[src/sv/mexp_pkg.sv]
// ----------------------------------------------------------------------------
// mexp_pkg
// shared widths and command type for the modular exponentiation block
// ----------------------------------------------------------------------------
package mexp_pkg;

	localparam int BASE_W = 63;
	localparam int EXP_FIELD_W = 63;
	localparam int MOD_FIELD_W = 32;
	localparam int RES_W = 32;
	// bit counter of the multiply-reduce unit, holds up to BASE_W
	localparam int CNT_W = 7;

	typedef struct packed {
		logic start;
		logic [CNT_W-1:0] nbits;
	} mm_cmd_t;

endpackage

[src/sv/mexp_mulmod.sv]
// ----------------------------------------------------------------------------
// mexp_mulmod
// bit-serial interleaved multiply-reduce: res = (x * y) mod m, one bit of y
// per cycle from the top of y, nbits bits per command
// ----------------------------------------------------------------------------
module mexp_mulmod import mexp_pkg::*; #(
	parameter int MOD_WIDTH = 32
) (
	input  logic clk,
	input  logic arst_n,
	input  mm_cmd_t cmd,
	input  logic [MOD_WIDTH-1:0] x,
	input  logic [BASE_W-1:0] y,
	input  logic [MOD_WIDTH-1:0] m,
	output logic done,
	output logic [MOD_WIDTH-1:0] res
);

	localparam int T_W = MOD_WIDTH + 2;

	logic busy_q;
	logic done_q;
	logic [CNT_W-1:0] cnt_q;
	logic [MOD_WIDTH-1:0] r_q;
	logic [BASE_W-1:0] y_q;

	logic [T_W-1:0] sum;
	logic [T_W-1:0] m_ext;
	logic [T_W-1:0] m2_ext;
	logic [MOD_WIDTH-1:0] r_nxt;

	// 2r + x stays below 3m, so at most one of m or 2m comes off
	always_comb begin
		m_ext = T_W'(m);
		m2_ext = {1'b0, m, 1'b0};
		sum = {1'b0, r_q, 1'b0} + (y_q[BASE_W-1] ? T_W'(x) : '0);
		if (sum >= m2_ext) begin
			r_nxt = MOD_WIDTH'(sum - m2_ext);
		end else if (sum >= m_ext) begin
			r_nxt = MOD_WIDTH'(sum - m_ext);
		end else begin
			r_nxt = MOD_WIDTH'(sum);
		end
	end

	always_ff @(posedge clk or negedge arst_n) begin
		if (!arst_n) begin
			busy_q <= 1'b0;
			done_q <= 1'b0;
			cnt_q <= '0;
		end else begin
			done_q <= busy_q && !cmd.start && (cnt_q == CNT_W'(1));
			if (cmd.start) begin
				busy_q <= 1'b1;
				cnt_q <= cmd.nbits;
			end else if (busy_q) begin
				cnt_q <= cnt_q - CNT_W'(1);
				if (cnt_q == CNT_W'(1)) begin
					busy_q <= 1'b0;
				end
			end
		end
	end

	always_ff @(posedge clk) begin
		if (cmd.start) begin
			r_q <= '0;
			y_q <= y;
		end else if (busy_q) begin
			r_q <= r_nxt;
			y_q <= y_q << 1;
		end
	end

	assign done = done_q;
	assign res = r_q;

endmodule

[config.mk]
export PLATFORM = sky130hd
export DESIGN_NAME = mexp_mulmod
export DESIGN_NICKNAME = d
export VERILOG_FILES = /design/src/sv/mexp_pkg.sv /design/src/sv/mexp_mulmod.sv
export SDC_FILE = /design/constraint.sdc
export NUM_CORES = 1
export LEC_CHECK = 0
export BUFFER_PORTS_ARGS = -buffer_cell sky130_fd_sc_hd__buf_2
export CORE_AREA = 2 2 176 126
export DETAILED_ROUTE_END_ITERATION = 10
export DIE_AREA = 0 0 178 128
export PLACE_DENSITY_LB_ADDON = 0.1
export REMOVE_ABC_BUFFERS = 1
export SLEW_MARGIN = 0
export SYNTH_ARGS = -nofsm -noshare
export SYNTH_HDL_FRONTEND = slang
export SYNTH_SLANG_ARGS = --single-unit
[constraint.sdc]
create_clock -name clk -period 6.3 [get_ports clk]
set_input_delay 1.26 -clock clk [delete_from_list [all_inputs] [get_ports clk]]
set_output_delay 1.26 -clock clk [all_outputs]
set_load 0.02 [all_outputs]
==> results.rst <==
.. list-table::
   :header-rows: 1

   * - Metric
     - Value
   * - Slew at the pin closest to its max-slew limit
     - 0.815 ns
   * - PortBufs
     - 169
   * - Post-synth top area cell
     - sky130_fd_sc_hd__edfxtp_1
   * - Hold Buf Count CTS
     - 0
   * - Outcome
     - finished clean
   * - Start-to-end type of the worst setup path
     - input pin to flip-flop
   * - Worst-path clk slew
     - 0.08 ns
   * - Critical path buffer and inverter count
     - 4
   * - Crit path capture type
     - flip-flop
   * - Number of buffers inserted during clock tree synthesis
     - 9
   * - Number of warning messages in the yosys log
     - 0
   * - Total of max-cap violations
     - 0
   * - Die Ht
     - 128 um
   * - Sequential fraction of the synthesis area
     - 27.7%
   * - Diode count
     - 0
   * - Number of core rows
     - 45
   * - Unrepaired setup endpoints after global routing
     - yes
   * - Number of synthesized flops with an enable pin
     - 63
   * - Via count of the first global-routing pass
     - 8,969
   * - Portion of total power attributed to combinational logic
     - 74.5%
   * - Layout cells sized above 1
     - 27.8%
   * - Placer congestion estimate
     - 0.978
   * - Total routing usage reported by global routing
     - 28.0%
   * - Fraction of power consumed by the clock network
     - 9.6%
   * - Slowest CP cell
     - sky130_fd_sc_hd__a2111oi_1
   * - Wirelength, routed
     - 31,800 um
   * - Later-pin clock latency in the skew report
     - 0.37 ns
   * - CP max FO
     - 5
   * - Number of optimization iterations in the first detailed-route pass
     - 7
   * - Worst supply voltage drop on vdd
     - 0.238 mV
   * - DRC errors left
     - 0
   * - Layout filler cell count
     - 2,012
   * - Synthesized area per cell
     - 8.70 um2
   * - Area share of the largest cell type after synthesis
     - 19.0%
   * - Switching fraction of total power
     - 48.1%
   * - Number of design-rule violations left by the first detailed-router iteration
     - 782
   * - Power share of the sequential group
     - 15.8%
   * - Die area
     - 22,800 um2
   * - Number of buffers on the longest clock path
     - 2
   * - Residual antenna-violating net count after detailed routing
     - 0
   * - CTS root buffer
     - sky130_fd_sc_hd__clkbuf_16
   * - Routed wire per std cell
     - 18.9 um
   * - Worst setup skew after layout
     - 0.00668 ns
   * - Worst-case hold slack
     - 0.545 ns
   * - H-tree levels
     - 3
   * - Post-synthesis instance area
     - 9940 um2
   * - Switching power
     - 3.01 mW
   * - Number of gates on the worst path with buffers counted
     - 24
   * - Syn Inst Count
     - 1,142
   * - TritonCTS clock tree
     - yes
   * - Wire length of the first global-routing pass
     - 49,100 um
   * - Number of pins exceeding their max-slew limit in the final report
     - 0
   * - Largest net degree at the start of global routing
     - 64
   * - Most frequent standard cell in the layout excluding fill and tap cells
     - sky130_fd_sc_hd__buf_2
   * - Worst Hold Depth
     - 1
   * - Initial core utilization
     - 46.8%
   * - Clock net sink count
     - 104
   * - Worst slew margin relative to its limit
     - 45.7%
   * - Minimum clock period
     - 5.93 ns
   * - Arrival time at the worst endpoint
     - 6.21 ns
   * - Primary flip-flop cell chosen by synthesis mapping
     - sky130_fd_sc_hd__edfxtp_1
   * - Number of synthesized register bits
     - 104
   * - Most used cells in the layout excluding fill and tap cells
     - sky130_fd_sc_hd__buf_2, sky130_fd_sc_hd__buf_4, sky130_fd_sc_hd__a21oi_1, sky130_fd_sc_hd__ha_1, sky130_fd_sc_hd__o21ai_0
   * - Crit path required time
     - 6.58 ns
   * - Global route overflow
     - 0
   * - Area added between synthesis and finish
     - 22.5%
   * - Number of nets in the layout
     - 1,634
   * - Static Leakage
     - 5.61 nW
   * - Design internal power
     - 3.24 mW
   * - DPL Wire Length
     - 25,700 um
   * - Timing-limited maximum frequency
     - 0.169 GHz
   * - Total via count after detailed routing
     - 9,617
   * - Share of flip-flops with an asynchronous set or reset
     - 8.65%
   * - Cell type group with the largest total delay on the critical path
     - compound AO/OA/AOI/OAI gates
   * - Share of the clock period used by the worst path after layout
     - 94.1%
   * - Final design utilization
     - 57.4%
   * - Worst hold path type
     - flip-flop to flip-flop
   * - Delay of the slowest critical-path stage
     - 0.40 ns
   * - Length in cells of the worst reg-to-reg path
     - 22
   * - Core region area
     - 21,200 um2
   * - Number of vias per cell
     - 5.71
   * - Top Ports
     - 170
   * - Type of element launching the critical path
     - input pin
   * - Cell chain of the critical path
     - buf_2, and2_1, ha_1, inv_1, fa_1, nand2b_1, a211oi_1, buf_4, buf_4, o21ai_0, o21bai_1, a21boi_0, xnor2_1, ha_1, a211oi_1, o21a_1, nand3_1, o21ai_1, o21ai_1, a31o_2, a2111oi_1, nor2_1, mux2_2, a221oi_1
   * - Pwr Density
     - 513 nW/um2
   * - DIE WIDTH
     - 178 um
   * - Number of antenna violations at the first check in global routing
     - 0
   * - Setup-violating endpoint count in the final report
     - 0
   * - Count of unique library cells instantiated by Yosys
     - 81
   * - Top area cells in the synthesized netlist
     - sky130_fd_sc_hd__edfxtp_1, sky130_fd_sc_hd__ha_1, sky130_fd_sc_hd__mux2_2
   * - Final hold violations
     - 0
==> metrics by stage <==
stage | instances | setup WS (ns) | cell area [um2] | TNS, ns | power (mW)
2_1_floorplan | 1099 | -0.386 | 9760 | -0.700 | 3.81
4_1_cts | 1684 | 0.402 | 12200 | 0 | 6.14
3_3_place_gp | 1668 | 0.0893 | 11900 | 0 | 5.49
3_5_place_dp | 1668 | 0.0775 | 11900 | 0 | 5.51
5_1_grt | 1684 | -0.0519 | 12200 | -0.0519 | 6.72
6_report | 1684 | 0.375 | 12200 | 0 | 6.25
==> cell type report <==
type	instances	area, um2	area share (%)
clock buffers	10	229	1.88
clock inverters	6	71.3	0.586
inverters	64	240	1.97
multi-input cells	931	6780	55.7
flip-flops and latches	104	2760	22.6
well taps	282	353	2.90
repair buffers	287	1750	14.4
==> cell families after synthesis <==
kind of cell / synth area share (%)
adder cells (fa/ha/maj): 12.8
AO/OA/AOI/OAI: 24.9
buffers and inverters: 4.20
multiplexers: 8.16
flip-flops: 27.7
AND/OR/NAND/NOR: 15.2
XOR/XNOR: 6.96
==> routing by layer <==
metal  track usage, %  part of all wire (%)
met1             43.6                    50
met2             38.3                    40
met3             7.24                   9.8
met4             5.50                  0.99
met5                0                     0
==> cells in the mapped netlist, types with 4 or more instances <==
library cell and count:
sky130_fd_sc_hd__nand2b_1 22, sky130_fd_sc_hd__nor4_1 8, sky130_fd_sc_hd__o21a_1 13, sky130_fd_sc_hd__o211ai_1 10, sky130_fd_sc_hd__a211o_1 6, sky130_fd_sc_hd__ha_1 97, sky130_fd_sc_hd__edfxtp_1 63, sky130_fd_sc_hd__a211oi_1 20
sky130_fd_sc_hd__o31a_1 5, sky130_fd_sc_hd__o21ai_0 79, sky130_fd_sc_hd__o21ai_1 11, sky130_fd_sc_hd__a21oi_1 103, sky130_fd_sc_hd__a31oi_1 10, sky130_fd_sc_hd__dfrtp_1 9, sky130_fd_sc_hd__a21o_1 34, sky130_fd_sc_hd__and2_1 38
sky130_fd_sc_hd__o21bai_1 9, sky130_fd_sc_hd__mux2i_1 9, sky130_fd_sc_hd__inv_1 63, sky130_fd_sc_hd__nand4_1 10, sky130_fd_sc_hd__a31o_2 4, sky130_fd_sc_hd__xor2_1 27, sky130_fd_sc_hd__nor2b_1 6, sky130_fd_sc_hd__nand3_1 32
sky130_fd_sc_hd__a2111oi_0 7, sky130_fd_sc_hd__buf_2 9, sky130_fd_sc_hd__dfxtp_1 32, sky130_fd_sc_hd__mux2_2 63, sky130_fd_sc_hd__o31ai_1 6, sky130_fd_sc_hd__clkbuf_1 31, sky130_fd_sc_hd__a22oi_1 19, sky130_fd_sc_hd__nand2_1 64
sky130_fd_sc_hd__nor2_1 79, sky130_fd_sc_hd__or3_1 6, sky130_fd_sc_hd__nor3_1 15, sky130_fd_sc_hd__o22ai_1 6, sky130_fd_sc_hd__and3_1 4, sky130_fd_sc_hd__xnor2_1 52
==> flip-flops by register name, indices dropped and copies added (netlist names) <==
| name | count |
|---|---|
| cnt_q | 7 |
| res | 32 |
| y_q | 63 |
| done | 1 |
| busy_q | 1 |
==> worst paths after layout <==
kind | to | startpoint | slack [ns]
hold / removal | y_q[39] | y_q[38] | 0.55
hold reg to reg | y_q[39] | y_q[38] | 0.55
min in group asynchronous | done | arst_n | 0.74
setup / recovery | res[28] | x[1] | 0.37
max in group asynchronous | cnt_q[2] | arst_n | 5.38
setup reg to reg | res[31] | y_q[62] | 0.74
==> power groups by stage <==
stage | clock, mW | sequential [mW] | combinational (mW)
2_1_floorplan | 0 | 1.04 | 2.77
3_3_place_gp | 0 | 1.00 | 4.49
6_report | 0.601 | 0.989 | 4.66
4_1_cts | 0.614 | 0.987 | 4.54
3_5_place_dp | 0 | 1.00 | 4.51
5_1_grt | 0.633 | 1.00 | 5.09
==> timing repair <==
action                     in CTS  in global routing
setup endpoints to repair       0                 12
gates resized for setup         0                  5
setup buffers                   0                  0
No activity file was read; power rests on OpenSTA's default activity.
